===== src/design/hfcc_pkg.sv =====
`timescale 1ns / 1ps
`default_nettype none

package hfcc_pkg;

	localparam int HFCC_MAX_FRAME  = 32768;
	localparam int HFCC_MAX_HEADER = 4;
	localparam int MIN_FRAME       = 9;
	localparam int CFG_BYTES       = 4;

	localparam logic [2:0] REG_HDR_LEN   = 3'd0;
	localparam logic [2:0] REG_HDR_BYTE0 = 3'd1;
	localparam logic [2:0] REG_HDR_BYTE1 = 3'd2;
	localparam logic [2:0] REG_HDR_BYTE2 = 3'd3;
	localparam logic [2:0] REG_HDR_BYTE3 = 3'd4;

	typedef enum logic [1:0] {
		ST_GOOD     = 2'd0,
		ST_BAD      = 2'd1,
		ST_SHORT    = 2'd2,
		ST_OVERFLOW = 2'd3
	} status_t;

	typedef struct packed {
		logic        match;
		logic [15:0] rx_crc;
		logic [7:0]  feed_byte;
	} win_t;

	typedef struct packed {
		status_t     status;
		logic [15:0] frame_length;
		logic [15:0] crc_received;
		logic [15:0] crc_calc;
	} res_t;

	function automatic logic [15:0] crc_feed(input logic [15:0] crc, input logic [7:0] b);
		logic [15:0] c;
		c = {crc[7:0], crc[15:8]};
		c = c ^ {8'h00, b};
		c = c ^ {12'h000, c[7:4]};
		c = c ^ {c[3:0], 12'h000};
		c = c ^ {3'b000, c[7:0], 5'b00000};
		return c;
	endfunction

endpackage

`default_nettype wire


===== src/design/hfcc_frame.sv =====
`timescale 1ns / 1ps
`default_nettype none

module hfcc_frame
	import hfcc_pkg::*;
#(
	parameter int MAX_FRAME  = HFCC_MAX_FRAME,
	parameter int MAX_HEADER = HFCC_MAX_HEADER,
	localparam int HLW = $clog2(MAX_HEADER + 1),
	localparam int CW  = $clog2(MAX_FRAME + 2)
) (
	input  wire logic           clk,
	input  wire logic           arst_n,
	input  wire logic           advance,
	input  wire logic [HLW-1:0] h,
	input  wire win_t           win,
	output logic                res_valid,
	output res_t                res
);

	logic          open_q;
	logic [CW-1:0] cnt_q;
	logic [15:0]   crc_q;
	logic [CW-1:0] cnt_n;
	logic [CW-1:0] h_ext;
	logic [CW-1:0] len;
	logic [15:0]   crc_upd;
	logic          over;

	assign cnt_n   = cnt_q + 1'b1;
	assign h_ext   = CW'(h);
	assign crc_upd = (cnt_n >= h_ext + CW'(4)) ? crc_feed(crc_q, win.feed_byte) : crc_q;
	assign len     = (cnt_n > h_ext) ? cnt_n - h_ext : '0;
	assign over    = (cnt_n > CW'(MAX_FRAME));
	assign res_valid = open_q && (win.match || over);

	always_comb begin
		res.status       = ST_OVERFLOW;
		res.frame_length = 16'(MAX_FRAME);
		res.crc_received = 16'h0000;
		res.crc_calc     = 16'h0000;
		if (win.match) begin
			res.frame_length = 16'(len);
			if (len < CW'(MIN_FRAME)) begin
				res.status = ST_SHORT;
			end else begin
				res.status       = (win.rx_crc == crc_upd) ? ST_GOOD : ST_BAD;
				res.crc_received = win.rx_crc;
				res.crc_calc     = crc_upd;
			end
		end
	end

	always_ff @(posedge clk or negedge arst_n) begin
		if (!arst_n) begin
			open_q <= 1'b0;
			cnt_q  <= '0;
			crc_q  <= 16'h0000;
		end else if (advance) begin
			if (win.match) begin
				open_q <= 1'b1;
				cnt_q  <= h_ext;
				crc_q  <= 16'h0000;
			end else if (open_q) begin
				if (over) begin
					open_q <= 1'b0;
					cnt_q  <= '0;
					crc_q  <= 16'h0000;
				end else begin
					cnt_q <= cnt_n;
					crc_q <= crc_upd;
				end
			end
		end
	end

endmodule

`default_nettype wire


===== config.mk =====
export PLATFORM = sky130hd
export DESIGN_NAME = hfcc_frame
export DESIGN_NICKNAME = d
export VERILOG_FILES = /design/src/design/hfcc_pkg.sv /design/src/design/hfcc_frame.sv
export SDC_FILE = /design/constraint.sdc
export NUM_CORES = 1
export LEC_CHECK = 0
export BUFFER_PORTS_ARGS = -buffer_cell sky130_fd_sc_hd__buf_2
export CAP_MARGIN = 20
export CORE_ASPECT_RATIO = 0.7
export CORE_MARGIN = 2
export CORE_UTILIZATION = 47
export CTS_CLUSTER_SIZE = 24
export DETAILED_ROUTE_END_ITERATION = 10
export MAX_ROUTING_LAYER = met4
export PLACE_DENSITY = 0.71
export SYNTH_ARGS = -nofsm -noshare
export SYNTH_HDL_FRONTEND = slang
export SYNTH_SLANG_ARGS = --single-unit

===== constraint.sdc =====
create_clock -name clk -period 4 [get_ports clk]
set_input_delay 0.2 -clock clk [delete_from_list [all_inputs] [get_ports clk]]
set_output_delay 0.2 -clock clk [all_outputs]
set_load 0.03 [all_outputs]

==> impl_metrics.py <==
metrics = {
    "grt": {
        "grt_pass1_wl_mm": 18.1,
        "antenna_found_initial": 0,
        "grt_overflow_total": 0,
        "grt_pass1_vias": 3512,
        "grtUsageTotal": 0.279,
        "grt_max_degree": 34,
    },
    "timing": {
        "fin_tns_setup_ns": 0,
        "hold_slack_ns": -0.0186,
        "clock_skew_ns": 0.00911,
        "max_freq_ghz": 0.255,
        "setup_violations": 0,
        "worstMarginPinSlew_ns": 0.771,
        "finalHoldViolCount": 18,
        "finalCritPeriodShare": 0.982,
        "worst_slack_ns": 0.0727,
        "fin_crit_ns": 3.93,
        "relSlewSlack": 0.486,
        "slew_viol_final": 0,
    },
    "routing": {
        "wire_per_inst_um": 18.4,
        "drc": 0,
        "viasPerCell": 6.03,
        "drt_iter0_markers": 393,
        "top_layer": "met4",
        "dr.pass1.iters": 5,
        "m1WireLength_mm": 5.51,
        "routed_wl_mm": 12.2,
        "wl_met3_mm": 1.22,
        "wl_met2_mm": 5.28,
        "vias": 3973,
        "drt.antenna.violating_nets": 0,
    },
    "power_and_ir_drop": {
        "p_leak_nw": 2.15,
        "p_int_mw": 1.34,
        "p_sw_mw": 1.31,
        "combPwrFrac": 0.705,
        "swShare": 0.493,
        "totalPowerFinal_mw": 2.65,
        "ir_drop_v": 0.000251,
        "p_clk_frac": 0.127,
        "pwr-share-seq": 0.168,
        "power_density_nw_per_um2": 559,
    },
    "die": {
        "num_rows": 26,
        "start_util": 0.493,
        "die_w_um": 109,
        "die_y_um": 77.6,
        "core-area_um2": 7380,
        "io-pin-count": 82,
        "die_area_um2": 8470,
    },
    "clocking": {
        "clock_path_buffers": 2,
        "path_clk_slew_ns": 0.08,
        "cts_root_buf": "clkbuf_8",
        "cts.sinks": 33,
        "cts_inserted_buffers": 5,
        "clk_latency_ns": 0.28,
        "cts_tree": "done",
        "hold_buffers": 0,
        "htree_levels": 2,
    },
    "critical_path": {
        "cpMostUsedCell": "ha_4",
        "cp_slowest_cell": "a2111o_1",
        "r2r-start": "cnt_q[0]",
        "r2r_setup_slack_ns": 0.64,
        "worstSetupStartpointType": "flip-flop",
        "cp.depth": 14,
        "rr_worst_depth": 11,
        "r2r-end": "crc_q[9]",
        "cp_num_buf_inv": 3,
        "crit_chain": "ha_4, ha_4, nor2b_4, o21a_1, a2111o_1, or2_1, o41a_1, o22ai_2, a21boi_2, o21ai_4, buf_12, clkbuf_16, nor2_2, buf_4",
        "required_ns": 3.80,
        "cp_data_arrival_time_ns": 3.73,
        "cp-end-kind": "output port",
        "setup.worst_path.end": "res[20]",
        "slowest_delay_ns": 0.49,
        "crit_path_max_fanout": 6,
        "critPathLaunch": "cnt_q[0]",
        "critical_path_class": "reg2out",
        "cp_top_family": "compound AO/OA/AOI/OAI gates",
    },
    "job": {
        "maxCapViolCount": 0,
    },
    "outcome": {
        "failed_checks": "hold timing",
        "status": "complete, but fails checks",
    },
    "synthesis": {
        "synth-compound-area-share": 0.225,
        "synth-edff-count": 0,
        "synth_top_family_by_area": "simple AND/OR/NAND/NOR gates",
        "ys_types": 67,
        "synth_area_um2": 3640,
        "ys.flop_type": "dfrtp_1",
        "synthMuxAreaShare": 0.0643,
        "synth-simple-area-share": 0.252,
        "synth_nets": 502,
        "seq_area_frac_synth": 0.227,
        "synthAdderAreaFrac": 0.0261,
        "syn_avg_cell_area_um2": 7.84,
        "ys_warn_count": 0,
        "synth-async-reset-ratio": 1.00,
        "synth_xor_area_frac": 0.137,
        "yosys_register_bits": 33,
        "synth_cells": 464,
    },
    "final_layout": {
        "final_core_util": 0.642,
        "stdcell_area_um2": 4740,
        "drive_above_1_share": 0.324,
        "num_antenna_cells": 0,
        "fillCellCount": 618,
        "area.growth.synth_to_final_pct": 30.4,
        "mostFrequentLayoutCells": "buf_2, buf_4, xnor2_1",
        "final_common_cell": "buf_2",
        "fin_nets": 598,
    },
    "placement": {
        "post_dp_cell_area_um2": 4220,
        "port-buffer-count": 81,
        "hpwl_mm": 8.94,
        "place.gp.congestion": 0.940,
        "dp_slack_ns": 0.146,
    },
    "worst_hold_path": {
        "hp-class": "in2async",
    },
}
registers in the layout (all words and copies together), names as in the netlist:
signal / cells
cnt_q: 16
crc_q: 16
open_q: 1
kinds of logic after synthesis:
logic type | Yosys count
multiplexers | 23
XOR/XNOR | 57
AND/OR/NAND/NOR | 177
AO/OA/AOI/OAI | 112
flip-flops | 33
adder cells (fa/ha/maj) | 7
buffers and inverters | 55
synthesized netlist by cell type (3+ instances only):
cell type,number,share of area
xnor2_1,42,0.10
o21ai_0,26,0.036
mux2_2,3,0.0093
and3_1,9,0.015
ha_1,6,0.021
o22ai_1,5,0.0086
a31oi_1,3,0.0052
or3_1,4,0.0069
clkbuf_1,10,0.010
nand3_1,15,0.021
buf_6,3,0.0093
nor2_1,43,0.044
and2_1,5,0.0086
o21ai_1,4,0.0055
a21oi_1,17,0.023
nor2b_1,4,0.0069
nor2_2,19,0.033
inv_1,29,0.030
buf_2,9,0.012
a22o_1,13,0.031
mux2i_1,20,0.055
dfrtp_1,33,0.23
o21a_1,3,0.0062
nor3_1,8,0.011
o31ai_1,9,0.019
nand4_1,6,0.010
nor3b_1,3,0.0062
xor2_1,15,0.036
nand2_1,39,0.040
nor4_1,6,0.010
stage by stage:
stage	hold WS, ns	std cells
6_report	-0.0186	659
5_1_grt	0.0161	659
4_1_cts	0.00236	647
3_5_place_dp	0.311	639
3_3_place_gp	0.314	639
2_1_floorplan	-0.0956	464
power groups by stage:
stage	clock network (mW)	registers (mW)	logic, mW
floorplan	0	0.426	1.20
global placement	0	0.441	1.58
detailed placement	0	0.445	1.60
CTS	0.339	0.439	1.61
global route	0.357	0.451	1.99
finish	0.337	0.446	1.87
metal layers:
metal	global-route usage	vias up
met3	0.0723	18
met2	0.384	187
met4	0.0295	0
li1	-	1843
met1	0.419	1925
met5	-	-
worst min path at each step:
stage | from | endpoint | slack [ns] | cells past startpoint
detailed placement | arst_n | crc_q[13] | 0.31 | 1
CTS | arst_n | crc_q[13] | 0.002 | 1
global route | arst_n | crc_q[13] | 0.02 | 1
global placement | arst_n | crc_q[13] | 0.31 | 1
floorplan | arst_n | cnt_q[0] | -0.1 | 0
finish | arst_n | crc_q[13] | -0.02 | 1
repair_timing:
| item | 4_1_cts | 5_1_grt |
|---|---|---|
| endpoints found under the setup margin | 34 | 35 |
| endpoints found under the hold margin | 0 | 0 |
| gates resized for setup | 4 | 91 |
| pin swaps | 2 | 10 |
| setup buffers | 0 | 7 |
| gates cloned | 0 | 4 |
final cells by class:
class / count / area (µm²) / share of cell area
Tap cell: 98 / 123 / 0.0258
Inverter: 29 / 109 / 0.0229
Sequential cell: 33 / 831 / 0.175
Timing Repair Buffer: 115 / 861 / 0.181
Multi-Input combinational cell: 376 / 2710 / 0.570
Clock buffer: 7 / 86.3 / 0.0182
Clock inverter: 1 / 30.0 / 0.00633
Note: power is estimated with default switching activity, not from simulation.
